[src/rtl/pog_pkg.sv]
// Shared types, codes and constants of the PSR occlusion gate.
`default_nettype none

package pog_pkg;

    // Fixed field widths
    localparam int PSR_W       = 24;
    localparam int MEAN_W      = 24;
    localparam int VAR_W       = 36;
    localparam int CNT_OUT_W   = 16;
    localparam int THR_W       = 24;
    localparam int WARM_W      = 16;
    localparam int K_W         = 12;
    localparam int K_FRAC      = 8;
    localparam int STATUS_W    = 2;
    localparam int CFG_IDX_W   = 2;
    localparam int CFG_DATA_W  = 24;

    // Parameter defaults
    localparam int DEF_FRAC_BITS  = 12;
    localparam int DEF_COUNT_BITS = 16;

    // Result status codes
    localparam logic [STATUS_W-1:0] ST_ACCEPTED  = 2'd0;
    localparam logic [STATUS_W-1:0] ST_NOT_READY = 2'd1;
    localparam logic [STATUS_W-1:0] ST_BELOW     = 2'd2;
    localparam logic [STATUS_W-1:0] ST_OCCLUDED  = 2'd3;

    // Commands
    localparam logic CMD_CLEAR = 1'b0;
    localparam logic CMD_EVAL  = 1'b1;

    // Configuration register indexes
    localparam logic [CFG_IDX_W-1:0] CFG_THRESHOLD = 2'd0;
    localparam logic [CFG_IDX_W-1:0] CFG_SKIP      = 2'd1;
    localparam logic [CFG_IDX_W-1:0] CFG_WARMUP    = 2'd2;
    localparam logic [CFG_IDX_W-1:0] CFG_KSIGMA    = 2'd3;

    // Configuration reset values
    localparam logic [THR_W-1:0]  THR_RESET   = 24'd32768;
    localparam logic              SKIP_RESET  = 1'b1;
    localparam logic [WARM_W-1:0] WARM_RESET  = 16'd10;
    localparam logic [K_W-1:0]    KSIG_RESET  = 12'd768;

    typedef struct packed {
        logic [THR_W-1:0]  psr_threshold;
        logic              skip_enable;
        logic [WARM_W-1:0] warmup_count;
        logic [K_W-1:0]    k_sigma;
    } pog_cfg_t;

    typedef struct packed {
        logic [STATUS_W-1:0]  status;
        logic [MEAN_W-1:0]    mean;
        logic [VAR_W-1:0]     variance;
        logic [CNT_OUT_W-1:0] count;
    } pog_result_t;

    typedef struct packed {
        logic start;
        logic sqrt_mode;
    } pog_iter_ctl_t;

    typedef struct packed {
        logic busy;
        logic done;
    } pog_iter_sts_t;

    typedef struct packed {
        logic idle;
        logic res_valid;
    } pog_core_sts_t;

endpackage

`default_nettype wire

[src/rtl/pog_iter.sv]
// Bit-serial shift/compare/subtract unit: restoring divide or integer square root.
`default_nettype none

module pog_iter #(
    parameter int SH_W   = 48,
    parameter int Q_W    = 37,
    parameter int REM_W  = 29,
    parameter int DVS_W  = 17,
    parameter int STEP_W = 6
) (
    input  logic                   clk,
    input  logic                   rst_n,
    input  pog_pkg::pog_iter_ctl_t ctl,
    input  logic [SH_W-1:0]        operand,
    input  logic [DVS_W-1:0]       divisor,
    input  logic [STEP_W-1:0]      steps,
    output pog_pkg::pog_iter_sts_t sts,
    output logic [Q_W-1:0]         quotient,
    output logic                   rem_nz
);
    import pog_pkg::*;

    logic [SH_W-1:0]        sh_reg;
    logic [SH_W-1:0]        sh_next;
    logic [Q_W-1:0]         q_reg;
    logic [Q_W-1:0]         q_next;
    logic [REM_W-1:0]       rem_reg;
    logic [REM_W-1:0]       rem_next;
    logic [REM_W-1:0]       rem_sh;
    logic [REM_W-1:0]       trial;
    logic [DVS_W-1:0]       dvs_reg;
    logic                   mode_reg;
    logic                   busy_reg;
    logic                   done_reg;
    logic [STEP_W-1:0]      cnt_reg;
    logic [REM_W+Q_W+1:0]   root_trial;
    logic [REM_W+DVS_W-1:0] dvs_ext;
    logic                   take;

    // Operand is left-aligned; one quotient/root bit per cycle.
    always_comb
    begin
        root_trial = {{REM_W{1'b0}}, q_reg, 2'b01};
        dvs_ext    = {{REM_W{1'b0}}, dvs_reg};
        if (mode_reg)
        begin
            rem_sh  = {rem_reg[REM_W-3:0], sh_reg[SH_W-1 -: 2]};
            trial   = root_trial[REM_W-1:0];
            sh_next = {sh_reg[SH_W-3:0], 2'b00};
        end
        else
        begin
            rem_sh  = {rem_reg[REM_W-2:0], sh_reg[SH_W-1]};
            trial   = dvs_ext[REM_W-1:0];
            sh_next = {sh_reg[SH_W-2:0], 1'b0};
        end
        take     = (rem_sh >= trial);
        rem_next = take ? (rem_sh - trial) : rem_sh;
        q_next   = {q_reg[Q_W-2:0], take};
    end

    always_ff @(posedge clk or negedge rst_n)
    begin
        if (!rst_n)
        begin
            busy_reg <= 1'b0;
            done_reg <= 1'b0;
            cnt_reg  <= '0;
        end
        else
        begin
            if (ctl.start)
            begin
                busy_reg <= 1'b1;
                done_reg <= 1'b0;
                cnt_reg  <= steps;
            end
            else if (busy_reg)
            begin
                cnt_reg <= cnt_reg - STEP_W'(1);
                if (cnt_reg == STEP_W'(1))
                begin
                    busy_reg <= 1'b0;
                    done_reg <= 1'b1;
                end
                else
                begin
                    done_reg <= 1'b0;
                end
            end
            else
            begin
                done_reg <= 1'b0;
            end
        end
    end

    always_ff @(posedge clk)
    begin
        if (ctl.start)
        begin
            sh_reg   <= operand;
            q_reg    <= '0;
            rem_reg  <= '0;
            dvs_reg  <= divisor;
            mode_reg <= ctl.sqrt_mode;
        end
        else if (busy_reg)
        begin
            sh_reg  <= sh_next;
            q_reg   <= q_next;
            rem_reg <= rem_next;
        end
    end

    assign sts.busy = busy_reg;
    assign sts.done = done_reg;
    assign quotient = q_reg;
    assign rem_nz   = |rem_reg;

endmodule

`default_nettype wire

[src/rtl/pog_ctrl.sv]
// Sequencer, running statistics and shared multiplier of the PSR occlusion gate.
`default_nettype none

module pog_ctrl #(
    parameter int FRAC_BITS  = 12,
    parameter int COUNT_BITS = 16
) (
    input  logic                           clk,
    input  logic                           rst_n,
    input  logic                           start,
    input  logic                           command,
    input  logic [pog_pkg::PSR_W-1:0]      psr,
    input  pog_pkg::pog_cfg_t              cfg,
    input  logic                           res_take,
    output pog_pkg::pog_core_sts_t         sts,
    output pog_pkg::pog_result_t           result
);
    import pog_pkg::*;

    localparam int SQ_W   = 2 * MEAN_W - FRAC_BITS;
    localparam int E2_W   = ((SQ_W > VAR_W) ? SQ_W : VAR_W) + 1;
    localparam int RAD_W  = VAR_W + FRAC_BITS + (FRAC_BITS % 2);
    localparam int SG_W   = RAD_W / 2;
    localparam int SH_W   = (E2_W > RAD_W) ? E2_W : RAD_W;
    localparam int Q_W    = (E2_W > SG_W) ? E2_W : SG_W;
    localparam int DVS_W  = COUNT_BITS + 1;
    localparam int REM_W  = ((COUNT_BITS + 2) > (SG_W + 3)) ? (COUNT_BITS + 2) : (SG_W + 3);
    localparam int STEP_W = $clog2(SH_W + 1);
    localparam int MB_W   = (SG_W > MEAN_W) ? SG_W : MEAN_W;
    localparam int PROD_W = MEAN_W + MB_W;
    localparam int KS_W   = K_W + SG_W;
    localparam int CMP_W  = ((KS_W > (PSR_W + K_FRAC)) ? KS_W : (PSR_W + K_FRAC)) + 1;

    localparam logic [3:0] S_IDLE     = 4'd0;
    localparam logic [3:0] S_SQ_MEAN  = 4'd1;
    localparam logic [3:0] S_SQ_PSR   = 4'd2;
    localparam logic [3:0] S_SQ_P2    = 4'd3;
    localparam logic [3:0] S_DIV_MEAN = 4'd4;
    localparam logic [3:0] S_DIV_E2   = 4'd5;
    localparam logic [3:0] S_MSQ      = 4'd6;
    localparam logic [3:0] S_WAIT_E2  = 4'd7;
    localparam logic [3:0] S_VAR      = 4'd8;
    localparam logic [3:0] S_CHECK    = 4'd9;
    localparam logic [3:0] S_SQRT     = 4'd10;
    localparam logic [3:0] S_KSIG     = 4'd11;
    localparam logic [3:0] S_CMP      = 4'd12;
    localparam logic [3:0] S_OUT      = 4'd13;

    logic [3:0]            state_reg;
    logic [MEAN_W-1:0]     mean_reg;
    logic [VAR_W-1:0]      var_reg;
    logic [COUNT_BITS-1:0] total_reg;
    logic                  ready_reg;
    logic [STATUS_W-1:0]   status_reg;

    logic [PSR_W-1:0]      psr_reg;
    logic                  up_reg;
    logic [E2_W-1:0]       e2_reg;
    logic [SQ_W-1:0]       p2_reg;
    logic [MEAN_W-1:0]     mean_new_reg;
    logic [SQ_W-1:0]       msq_reg;
    logic [E2_W-1:0]       e2n_reg;
    logic [VAR_W-1:0]      var_new_reg;
    logic [COUNT_BITS-1:0] cnt_new_reg;
    logic [PROD_W-1:0]     prod_reg;
    logic [PROD_W-1:0]     prod_next;

    logic [MEAN_W-1:0]     mul_a;
    logic [MB_W-1:0]       mul_b;
    logic [SQ_W-1:0]       sq_hi;
    logic [SG_W-1:0]       sigma;

    pog_iter_ctl_t         iter_ctl;
    pog_iter_sts_t         iter_sts;
    logic [SH_W-1:0]       iter_operand;
    logic [STEP_W-1:0]     iter_steps;
    logic [DVS_W-1:0]      divisor;
    logic [Q_W-1:0]        iter_q;
    logic                  iter_rem_nz;

    logic                  up1;
    logic [MEAN_W-1:0]     d1;
    logic [MEAN_W+SH_W-1:0] al1;
    logic [E2_W-1:0]       p2_ext;
    logic                  up2;
    logic [E2_W-1:0]       d2;
    logic [E2_W+SH_W-1:0]  al2;
    logic [RAD_W-1:0]      rad;
    logic [RAD_W+SH_W-1:0] al3;

    logic [MEAN_W-1:0]     mean_upd;
    logic [E2_W-1:0]       e2_upd;
    logic [E2_W-1:0]       msq_ext;
    logic [E2_W-1:0]       var_diff;
    logic [E2_W-1:0]       var_wide;
    logic [VAR_W-1:0]      var_calc;
    logic [COUNT_BITS-1:0] cnt_sat;
    logic [COUNT_BITS+CNT_OUT_W-1:0] cx_cnt;
    logic [COUNT_BITS+CNT_OUT_W-1:0] cx_warm;
    logic [COUNT_BITS+CNT_OUT_W-1:0] cx_tot;
    logic                  check_on;
    logic [CMP_W-1:0]      lhs;
    logic [CMP_W-1:0]      rhs;
    logic                  occluded;

    pog_iter #(
        .SH_W   (SH_W),
        .Q_W    (Q_W),
        .REM_W  (REM_W),
        .DVS_W  (DVS_W),
        .STEP_W (STEP_W)
    ) u_iter (
        .clk      (clk),
        .rst_n    (rst_n),
        .ctl      (iter_ctl),
        .operand  (iter_operand),
        .divisor  (divisor),
        .steps    (iter_steps),
        .sts      (iter_sts),
        .quotient (iter_q),
        .rem_nz   (iter_rem_nz)
    );

    assign sigma = iter_q[SG_W-1:0];
    assign sq_hi = prod_reg[2*MEAN_W-1:FRAC_BITS];

    // Shared multiplier operands
    always_comb
    begin
        unique case (state_reg)
            S_SQ_MEAN:
            begin
                mul_a = mean_reg;
                mul_b = MB_W'(mean_reg);
            end
            S_SQ_PSR:
            begin
                mul_a = psr_reg;
                mul_b = MB_W'(psr_reg);
            end
            S_DIV_E2:
            begin
                mul_a = mean_new_reg;
                mul_b = MB_W'(mean_new_reg);
            end
            S_KSIG:
            begin
                mul_a = MEAN_W'(cfg.k_sigma);
                mul_b = MB_W'(sigma);
            end
            default:
            begin
                mul_a = '0;
                mul_b = '0;
            end
        endcase
    end

    assign prod_next = mul_a * mul_b;

    // Distances to divide and the square-root radicand, left-aligned for the serial unit
    always_comb
    begin
        up1    = (psr_reg >= mean_reg);
        d1     = up1 ? (psr_reg - mean_reg) : (mean_reg - psr_reg);
        al1    = {d1, {SH_W{1'b0}}};
        p2_ext = E2_W'(p2_reg);
        up2    = (p2_ext >= e2_reg);
        d2     = up2 ? (p2_ext - e2_reg) : (e2_reg - p2_ext);
        al2    = {d2, {SH_W{1'b0}}};
        rad    = RAD_W'({var_new_reg, {FRAC_BITS{1'b0}}});
        al3    = {rad, {SH_W{1'b0}}};
    end

    assign divisor = DVS_W'(total_reg) + DVS_W'(1);

    always_comb
    begin
        cx_cnt   = {{CNT_OUT_W{1'b0}}, cnt_new_reg};
        cx_warm  = {{COUNT_BITS{1'b0}}, cfg.warmup_count};
        check_on = cfg.skip_enable && (cx_cnt >= cx_warm);
    end

    always_comb
    begin
        iter_ctl.start     = 1'b0;
        iter_ctl.sqrt_mode = 1'b0;
        iter_operand       = al1[MEAN_W+SH_W-1 -: SH_W];
        iter_steps         = STEP_W'(MEAN_W);
        unique case (state_reg)
            S_SQ_MEAN:
            begin
                iter_ctl.start = 1'b1;
            end
            S_DIV_E2:
            begin
                iter_ctl.start = 1'b1;
                iter_operand   = al2[E2_W+SH_W-1 -: SH_W];
                iter_steps     = STEP_W'(E2_W);
            end
            S_CHECK:
            begin
                iter_ctl.start     = check_on;
                iter_ctl.sqrt_mode = 1'b1;
                iter_operand       = al3[RAD_W+SH_W-1 -: SH_W];
                iter_steps         = STEP_W'(SG_W);
            end
            default:
            begin
                iter_ctl.start = 1'b0;
            end
        endcase
    end

    // Step toward the new sample: floor on the way up, ceiling on the way down
    always_comb
    begin
        mean_upd = up_reg ? (mean_reg + iter_q[MEAN_W-1:0])
                          : (mean_reg - iter_q[MEAN_W-1:0] - MEAN_W'(iter_rem_nz));
        e2_upd   = up_reg ? (e2_reg + iter_q[E2_W-1:0])
                          : (e2_reg - iter_q[E2_W-1:0] - E2_W'(iter_rem_nz));
    end

    always_comb
    begin
        msq_ext  = E2_W'(msq_reg);
        var_diff = e2n_reg - msq_ext;
        var_wide = (e2n_reg > msq_ext) ? var_diff : '0;
        var_calc = (|var_wide[E2_W-1:VAR_W]) ? '1 : var_wide[VAR_W-1:0];
        cnt_sat  = (&total_reg) ? total_reg : (total_reg + COUNT_BITS'(1));
    end

    always_comb
    begin
        lhs      = CMP_W'({psr_reg, {K_FRAC{1'b0}}}) + CMP_W'(prod_reg[KS_W-1:0]);
        rhs      = CMP_W'({mean_new_reg, {K_FRAC{1'b0}}});
        occluded = (lhs <= rhs);
    end

    always_ff @(posedge clk or negedge rst_n)
    begin
        if (!rst_n)
        begin
            state_reg  <= S_IDLE;
            mean_reg   <= '0;
            var_reg    <= '0;
            total_reg  <= '0;
            ready_reg  <= 1'b0;
            status_reg <= ST_ACCEPTED;
        end
        else
        begin
            unique case (state_reg)
                S_IDLE:
                begin
                    if (start)
                    begin
                        if (command == CMD_CLEAR)
                        begin
                            mean_reg   <= '0;
                            var_reg    <= '0;
                            total_reg  <= '0;
                            ready_reg  <= 1'b1;
                            status_reg <= ST_ACCEPTED;
                            state_reg  <= S_OUT;
                        end
                        else if (!ready_reg)
                        begin
                            status_reg <= ST_NOT_READY;
                            state_reg  <= S_OUT;
                        end
                        else if (psr < cfg.psr_threshold)
                        begin
                            status_reg <= ST_BELOW;
                            state_reg  <= S_OUT;
                        end
                        else
                        begin
                            state_reg <= S_SQ_MEAN;
                        end
                    end
                end
                S_SQ_MEAN:  state_reg <= S_SQ_PSR;
                S_SQ_PSR:   state_reg <= S_SQ_P2;
                S_SQ_P2:    state_reg <= S_DIV_MEAN;
                S_DIV_MEAN:
                begin
                    if (iter_sts.done)
                    begin
                        state_reg <= S_DIV_E2;
                    end
                end
                S_DIV_E2:   state_reg <= S_MSQ;
                S_MSQ:      state_reg <= S_WAIT_E2;
                S_WAIT_E2:
                begin
                    if (iter_sts.done)
                    begin
                        state_reg <= S_VAR;
                    end
                end
                S_VAR:      state_reg <= S_CHECK;
                S_CHECK:
                begin
                    if (check_on)
                    begin
                        state_reg <= S_SQRT;
                    end
                    else
                    begin
                        mean_reg   <= mean_new_reg;
                        var_reg    <= var_new_reg;
                        total_reg  <= cnt_new_reg;
                        status_reg <= ST_ACCEPTED;
                        state_reg  <= S_OUT;
                    end
                end
                S_SQRT:
                begin
                    if (iter_sts.done)
                    begin
                        state_reg <= S_KSIG;
                    end
                end
                S_KSIG:     state_reg <= S_CMP;
                S_CMP:
                begin
                    // occlusion leaves the statistics as they were
                    if (occluded)
                    begin
                        status_reg <= ST_OCCLUDED;
                    end
                    else
                    begin
                        mean_reg   <= mean_new_reg;
                        var_reg    <= var_new_reg;
                        total_reg  <= cnt_new_reg;
                        status_reg <= ST_ACCEPTED;
                    end
                    state_reg <= S_OUT;
                end
                S_OUT:
                begin
                    if (res_take)
                    begin
                        state_reg <= S_IDLE;
                    end
                end
                default:    state_reg <= S_IDLE;
            endcase
        end
    end

    always_ff @(posedge clk)
    begin
        prod_reg <= prod_next;
        if (state_reg == S_IDLE && start)
        begin
            psr_reg <= psr;
        end
        if (state_reg == S_SQ_MEAN)
        begin
            up_reg <= up1;
        end
        if (state_reg == S_DIV_E2)
        begin
            up_reg <= up2;
        end
        if (state_reg == S_SQ_PSR)
        begin
            e2_reg <= E2_W'(var_reg) + E2_W'(sq_hi);
        end
        if (state_reg == S_SQ_P2)
        begin
            p2_reg <= sq_hi;
        end
        if (state_reg == S_DIV_MEAN && iter_sts.done)
        begin
            mean_new_reg <= mean_upd;
        end
        if (state_reg == S_MSQ)
        begin
            msq_reg <= sq_hi;
        end
        if (state_reg == S_WAIT_E2 && iter_sts.done)
        begin
            e2n_reg <= e2_upd;
        end
        if (state_reg == S_VAR)
        begin
            var_new_reg <= var_calc;
            cnt_new_reg <= cnt_sat;
        end
    end

    assign cx_tot = {{CNT_OUT_W{1'b0}}, total_reg};

    assign sts.idle        = (state_reg == S_IDLE);
    assign sts.res_valid   = (state_reg == S_OUT);
    assign result.status   = status_reg;
    assign result.mean     = mean_reg;
    assign result.variance = var_reg;
    assign result.count    = cx_tot[CNT_OUT_W-1:0];

endmodule

`default_nettype wire

[src/rtl/psr_occlusion_gate_core.sv]
// Top level of the PSR occlusion gate: configuration registers, handshakes, result register.
`default_nettype none

// One PSR value per item. A clear command, or a value rejected as not ready or below
// threshold, goes from idle directly to the output state. An evaluated value goes through
// the bit-serial divide/root unit: MEAN_W + E2_W steps of division (24 + 37 at
// FRAC_BITS = 12) and, when the occlusion check applies, (36 + FRAC_BITS) / 2, rounded
// up, square root steps (24), plus sequencing and multiplies. Items are taken one at a
// time, and a finished result waits in the output register while the next item is
// already accepted.
module psr_occlusion_gate_core #(
    parameter int FRAC_BITS  = pog_pkg::DEF_FRAC_BITS,
    parameter int COUNT_BITS = pog_pkg::DEF_COUNT_BITS
) (
    input  logic                               clk,
    input  logic                               rst_n,
    input  logic                               req_valid,
    output logic                               req_ready,
    input  logic                               command,
    input  logic [pog_pkg::PSR_W-1:0]          psr,
    output logic                               rsp_valid,
    input  logic                               rsp_ready,
    output logic [pog_pkg::STATUS_W-1:0]       status,
    output logic [pog_pkg::MEAN_W-1:0]         mean_out,
    output logic [pog_pkg::VAR_W-1:0]          variance_out,
    output logic [pog_pkg::CNT_OUT_W-1:0]      count_out,
    input  logic                               cfg_valid,
    output logic                               cfg_ready,
    input  logic [pog_pkg::CFG_IDX_W-1:0]      cfg_index,
    input  logic [pog_pkg::CFG_DATA_W-1:0]     cfg_data
);
    import pog_pkg::*;

    pog_cfg_t      cfg_reg;
    pog_core_sts_t core_sts;
    pog_result_t   core_res;
    pog_result_t   rsp_reg;
    logic          rsp_valid_reg;
    logic          res_take;
    logic          start;

    assign cfg_ready = 1'b1;
    assign req_ready = core_sts.idle;
    assign start     = req_valid && req_ready;
    assign res_take  = core_sts.res_valid && (!rsp_valid_reg || rsp_ready);

    always_ff @(posedge clk or negedge rst_n)
    begin
        if (!rst_n)
        begin
            cfg_reg.psr_threshold <= THR_RESET;
            cfg_reg.skip_enable   <= SKIP_RESET;
            cfg_reg.warmup_count  <= WARM_RESET;
            cfg_reg.k_sigma       <= KSIG_RESET;
        end
        else if (cfg_valid && cfg_ready)
        begin
            unique case (cfg_index)
                CFG_THRESHOLD: cfg_reg.psr_threshold <= cfg_data[THR_W-1:0];
                CFG_SKIP:      cfg_reg.skip_enable   <= cfg_data[0];
                CFG_WARMUP:    cfg_reg.warmup_count  <= cfg_data[WARM_W-1:0];
                CFG_KSIGMA:    cfg_reg.k_sigma       <= cfg_data[K_W-1:0];
            endcase
        end
    end

    pog_ctrl #(
        .FRAC_BITS  (FRAC_BITS),
        .COUNT_BITS (COUNT_BITS)
    ) u_ctrl (
        .clk      (clk),
        .rst_n    (rst_n),
        .start    (start),
        .command  (command),
        .psr      (psr),
        .cfg      (cfg_reg),
        .res_take (res_take),
        .sts      (core_sts),
        .result   (core_res)
    );

    always_ff @(posedge clk or negedge rst_n)
    begin
        if (!rst_n)
        begin
            rsp_valid_reg <= 1'b0;
        end
        else if (res_take)
        begin
            rsp_valid_reg <= 1'b1;
        end
        else if (rsp_ready)
        begin
            rsp_valid_reg <= 1'b0;
        end
    end

    always_ff @(posedge clk)
    begin
        if (res_take)
        begin
            rsp_reg <= core_res;
        end
    end

    assign rsp_valid    = rsp_valid_reg;
    assign status       = rsp_reg.status;
    assign mean_out     = rsp_reg.mean;
    assign variance_out = rsp_reg.variance;
    assign count_out    = rsp_reg.count;

endmodule

`default_nettype wire

[config.mk]
export PLATFORM = sky130hd
export DESIGN_NAME = psr_occlusion_gate_core
export DESIGN_NICKNAME = d
export VERILOG_FILES = /design/src/rtl/pog_pkg.sv /design/src/rtl/pog_iter.sv /design/src/rtl/pog_ctrl.sv /design/src/rtl/psr_occlusion_gate_core.sv
export SDC_FILE = /design/constraint.sdc
export NUM_CORES = 2
export LEC_CHECK = 0
export BUFFER_PORTS_ARGS = -buffer_cell sky130_fd_sc_hd__buf_2
export CORE_MARGIN = 3
export CORE_UTILIZATION = 35
export CTS_BUF_LIST = sky130_fd_sc_hd__clkbuf_16
export DETAILED_ROUTE_END_ITERATION = 6
export GPL_TIMING_DRIVEN = 0
export PLACE_DENSITY = 0.53
export SLEW_MARGIN = 10
export SYNTH_ARGS = -nofsm -noshare
export SYNTH_HDL_FRONTEND = slang
export SYNTH_SLANG_ARGS = --single-unit
[constraint.sdc]
create_clock -name clk -period 15.8 [get_ports clk]
set_input_delay 0.79 -clock clk [delete_from_list [all_inputs] [get_ports clk]]
set_output_delay 0.79 -clock clk [all_outputs]
set_load 0.05 [all_outputs]
# After elaboration in Yosys (flattened, before gate mapping)
# Index checks and enable logic that the tools add are counted.
[classes] mul=1 eq_ne=26 reduce_logical=25 bitwise=1 addsub=17 muxes=62 magnitude_cmp=7
[ops] operator="$pmux W24 S4" n=2
[ops] operator="$mux W24" n=6
[ops] operator="$mux W36" n=4
[ops] operator="$mux W48" n=3
[ops] operator="$mux W37" n=3
[ops] operator="$pmux W36 S3" n=1
[ops] operator="$pmux W48 S2" n=1
[ops] operator="$mux W27" n=3
[ops] operator="$mux W16" n=5
[ops] operator="$sub A37 B36 Y37" n=2
[ops] operator="$pmux W24 S3" n=1
[ops] operator="$sub A24 B24 Y24" n=3
[ops] operator="$pmux W4 S14" n=1
[ops] operator="$mul A24 B24 Y48" n=1
[ops] operator="$pmux W16 S3" n=1
[ops] operator="$add A32 B36 Y37" n=1
[ops] operator="$add A36 B36 Y37" n=1
[ops] operator="$add A37 B37 Y37" n=1
[ops] operator="$ge A36 B37 Y1" n=1
[ops] operator="$gt A37 B36 Y1" n=1
[ops] operator="$le A37 B32 Y1" n=1
[ops] operator="$sub A36 B37 Y37" n=1
[ops] operator="$sub A37 B1 Y37" n=1
[ops] operator="$sub A37 B37 Y37" n=1
[ops] operator="42 further kinds" n=93
[totals] register_bits=648 word_cells=172 out_inout_bits=81

# Depth between registers and ports, before layout
[logic_depth] ltp_word=6 mapped_depth=38 mapped_depth_nobuf=34

# Modules after synthesis
# From an unflattened synthesis, not the netlist that was laid out.
[unflattened] hier_cells=7033 area_unflattened_um2=64252.9
[by_module_without_submodules] module="pog_ctrl" n_inst=1 cells_each=5984 area_per_inst_um2=51718.4
[by_module_without_submodules] module="pog_iter" n_inst=1 cells_each=850 area_per_inst_um2=8124.0
[by_module_without_submodules] module="psr_occlusion_gate_core" n_inst=1 cells_each=199 area_per_inst_um2=4410.5

# Worst setup path before layout
# No wires, ideal clock.
[synth_timing] kind="register to register" start="reg u_ctrl.state_reg[2]" end="reg u_ctrl.prod_reg[47]" period_less_slack_ps=9638 slack_ps=6162 path_stages_with_launch=36 t_arrival_ps=9512 t_required_ps=15674 cell_sequence="dfrtp_1 clkbuf_1 inv_1 nand2_1 nor2_1 clkbuf_1 a22oi_1 and2_1 nand2_1 clkbuf_1 nand2_1 fa_1 inv_1 fa_1 inv_1 fa_1 fa_1 inv_1 fa_1 fa_1 inv_1 fa_1 inv_1 ha_1 a21o_1 a21oi_1 o21ai_0 a211o_1 o21ai_1 a21oi_1 a221o_1 a221o_1 a21o_1 a31oi_1 a311oi_1 xnor2_1"
[synth_via] elab_chain_len=3 elab_cells_between_ends=7 classes_between="mul: 1; eq/ne: 4; mux: 2"
[synth_rtl] element="from (decl)" line="pog_ctrl.sv:49" rtl="logic [3:0] state_reg;"
[synth_rtl] element="from (signal assigned)" line="pog_ctrl.sv:244" rtl="state_reg <= S_IDLE;"
[synth_rtl] element="from (signal assigned)" line="pog_ctrl.sv:265" rtl="state_reg <= S_OUT;"
[synth_rtl] element="from (signal assigned)" line="pog_ctrl.sv:270" rtl="state_reg <= S_OUT;"
[synth_rtl] element="$eq A4 B4 Y1, or another cell as far along" line="pog_ctrl.sv:130" rtl="unique case (state_reg)"
[synth_rtl] element="$pmux W24 S4" line="pog_ctrl.sv:130"
[synth_rtl] element="$mul A24 B24 Y48 (*)" line="pog_ctrl.sv:159" rtl="assign prod_next = mul_a * mul_b;"
[synth_rtl] element="via u_ctrl.prod_next[47]" line="pog_ctrl.sv:66" rtl="logic [PROD_W-1:0] prod_next;"
[synth_rtl] element="to (signal assigned)" line="pog_ctrl.sv:356" rtl="prod_reg <= prod_next;"
[synth_rtl] element="to (decl)" line="pog_ctrl.sv:65" rtl="logic [PROD_W-1:0] prod_reg;"
# The timed path passes the listed nets; every way through them passes the cells marked *.
# A chain may end at the register's enable or synchronous reset.

# Worst setup path after layout
# Ends and elaborated chain as after synthesis.

==> impl_metrics.env <==
export IMPL_status="finished, violations left"
export IMPL_violations="DRC"
export IMPL_initial_core_util_pct=35.4
export IMPL_synthFlopType="edfxtp_1"
export IMPL_vias=51900
export IMPL_finalMaxSlewViolations=0
export IMPL_p_sw_w=0.00730
export IMPL_cts_buffer_depth=3
export IMPL_crit_path_start_kind="flip-flop"
export IMPL_layout_cells_non_filler=9559
export IMPL_h_tree_depth=3
export IMPL_synth_nets=8106
export IMPL_power_frac_clock_pct=13.1
export IMPL_gr_total_overflow=0
export IMPL_worst_setup_path_type="reg -> reg"
export IMPL_io_buffers=135
export IMPL_syn_avg_cell_area_um2=9.12
export IMPL_combPwrFrac_pct=65.0
export IMPL_grt_max_degree=80
export IMPL_first_pass_iters=7
export IMPL_finalHoldViolCount=0
export IMPL_required_ps=16300
export IMPL_drv_cap=0
export IMPL_largest_reg_flops=53
export IMPL_pwr_share_seq_pct=21.9
export IMPL_synthDistinctLibCells=97
export IMPL_synth_cells=6899
export IMPL_dieArea_um2=185000
export IMPL_routed_wl_mm=246
export IMPL_cts_setup_buffers=0
export IMPL_num_rows=154
export IMPL_synth_seq_cells=637
export IMPL_rsz0062_at_grt="no"
export IMPL_numCtsBuffers=78
export IMPL_crit_buf_inv=10
export IMPL_grt_use_total_pct=26.1
export IMPL_cpLargestDelayFamily="adder cells"
export IMPL_hold_class="in -> async"
export IMPL_drtIter0Drc=4643
export IMPL_cts_hold_buf=0
export IMPL_seq_area_um2=17300
export IMPL_drc=3
export IMPL_multiInputGateArea_um2=40700
export IMPL_grt_pass1_wl_mm=355
export IMPL_cpPeakStageDelay_ps=780
export IMPL_timing_final_crit_period_ps=13180
export IMPL_cp_slowest_cell="xnor2_1"
export IMPL_p_leak_nw=31.7
export IMPL_worstPathMaxFanout=10
export IMPL_nets=8352
export IMPL_clkTransAtPathRegs_ps=60
export IMPL_core_region_area_um2=177000
export IMPL_grt_pass1_vias=51500
export IMPL_area_growth_pct=10.7
export IMPL_fin_skew_ps=42.0
export IMPL_cts_num_sinks=637
export IMPL_ir_worst_vdd_mv=0.123
export IMPL_die_w_um=430
export IMPL_hold_slack_ps=91.3
export IMPL_insertion_delay_ps=700
export IMPL_switching_share_pct=52.3
export IMPL_setup_viol_count_final=0
export IMPL_cts_tree="built"
export IMPL_placed_cells=9405
export IMPL_yosysWarningCount=0
export IMPL_crit_top_cell="fa_1"
export IMPL_power_internal_w=0.00666
export IMPL_io_pins=137
export IMPL_fmax_ghz=0.0759
export IMPL_vias_per_cell=5.43
export IMPL_tns_ps=0
export IMPL_n_fill_cell=17900
export IMPL_final_common_cell="inv_1"
export IMPL_antenna_found_initial=32
export IMPL_final_cell_mix="inv_1, nand2_1, ha_1"
export IMPL_worstSetupEndpointType="flip-flop"
export IMPL_arrival_ps=13680
export IMPL_power_density_nw_per_um2=201
export IMPL_maxSlewHeadroom_pct=12.2
export IMPL_period_share_pct=83.4
export IMPL_wl_per_cell_um=25.7
export IMPL_tightest_slew_ps=1310
export IMPL_drive_gt1_share_pct=6.42
export IMPL_async_flop_share_pct=22.8
export IMPL_gp_congestion=0.971
export IMPL_die_y_um=430
export IMPL_cts_root_buf="clkbuf_16"
export IMPL_yosysSeqAreaShare_pct=27.5
export IMPL_ctsResizeCount=0
export IMPL_hpwl_mm=202
export IMPL_synth_edf_count=380
export IMPL_ant_nets=0
export IMPL_syn_area_um2=62900
[metrics by stage]
stage	cell area [um^2]	util, %	worst slack, ps	total power [W]
final	69600	39.2	2620	0.0140
after global routing	69600	39.2	2190	0.0149
after CTS	69600	39.2	2820	0.0139
after detailed placement	67000	37.8	2890	0.0120
after global placement	66500	37.5	1790	0.0119
after floorplan	62900	-	6160	0.00877
[kinds of logic after synthesis]
family                   count (synthesis)  synth area share (%)
AO/OA/AOI/OAI                         1404                  14.1
XOR/XNOR                               318                  4.43
adder cells (fa/ha/maj)               1151                  28.8
buffers and inverters                 1309                  7.93
flip-flops                             637                  27.5
multiplexers                           270                  4.43
other                                    1               0.00596
AND/OR/NAND/NOR                       1809                  12.8
[per-layer routing]
layer,wire [um],vias to the layer above,track usage (%)
li1,-,23700,-
met1,102000,25700,34.5
met2,113000,2089,42.4
met3,16800,431,2.85
met4,13700,0,12.9
met5,0,-,0
[worst paths after layout]
kind / startpoint / endpoint / slack (ps) / cells after the start
worst max-delay path: u_ctrl.state_reg[2] / u_ctrl.prod_reg[47] / 2620 / 35
worst min-delay path: rst_n / cfg_reg[49] / 90 / 1
worst max register to register: u_ctrl.state_reg[2] / u_ctrl.prod_reg[47] / 2620 / 35
worst min register to register: u_ctrl.var_reg[9] / variance_out[9] / 500 / 0
max in group asynchronous: rst_n / u_ctrl.var_reg[0] / 14810 / 2
min in group clk: cfg_data[21] / cfg_reg[50] / 300 / 3
[synth_stat cells (all sizes together) (81+ instances only)]
| library cell | number | share of area [%] |
|---|---|---|
| a21o | 181 | 2.2 |
| a21oi | 502 | 4.0 |
| clkbuf | 194 | 1.2 |
| dfrtp | 139 | 5.5 |
| dfxtp | 112 | 3.6 |
| edfxtp | 380 | 18 |
| fa | 496 | 16 |
| ha | 655 | 13 |
| inv | 1060 | 6.3 |
| mux2i | 204 | 3.2 |
| nand2 | 710 | 4.2 |
| nor2 | 569 | 3.4 |
| nor3 | 81 | 0.65 |
| o21ai | 279 | 2.2 |
| xnor2 | 217 | 3.0 |
| xor2 | 101 | 1.4 |
[power groups by stage]
stage | sequential [W] | combinational (W) | clock (W)
5_1_grt | 0.00308 | 0.00993 | 0.00192
6_report | 0.00306 | 0.00908 | 0.00183
3_5_place_dp | 0.00309 | 0.00891 | 0
4_1_cts | 0.00306 | 0.00898 | 0.00187
3_3_place_gp | 0.00310 | 0.00881 | 0
2_1_floorplan | 0.00272 | 0.00606 | 0
[final cells by class]
cell class / count / share of cell area [%]
timing repair buffer: 166 / 1.54
buffer: 244 / 1.44
inverter: 1065 / 5.74
tap: 2340 / 4.21
multi-input combinational: 4953 / 58.5
clock buffer: 80 / 2.88
clock inverter: 65 / 0.820
antenna: 9 / 0.0324
sequential: 637 / 24.8
No activity file was read; power rests on OpenSTA's default activity.
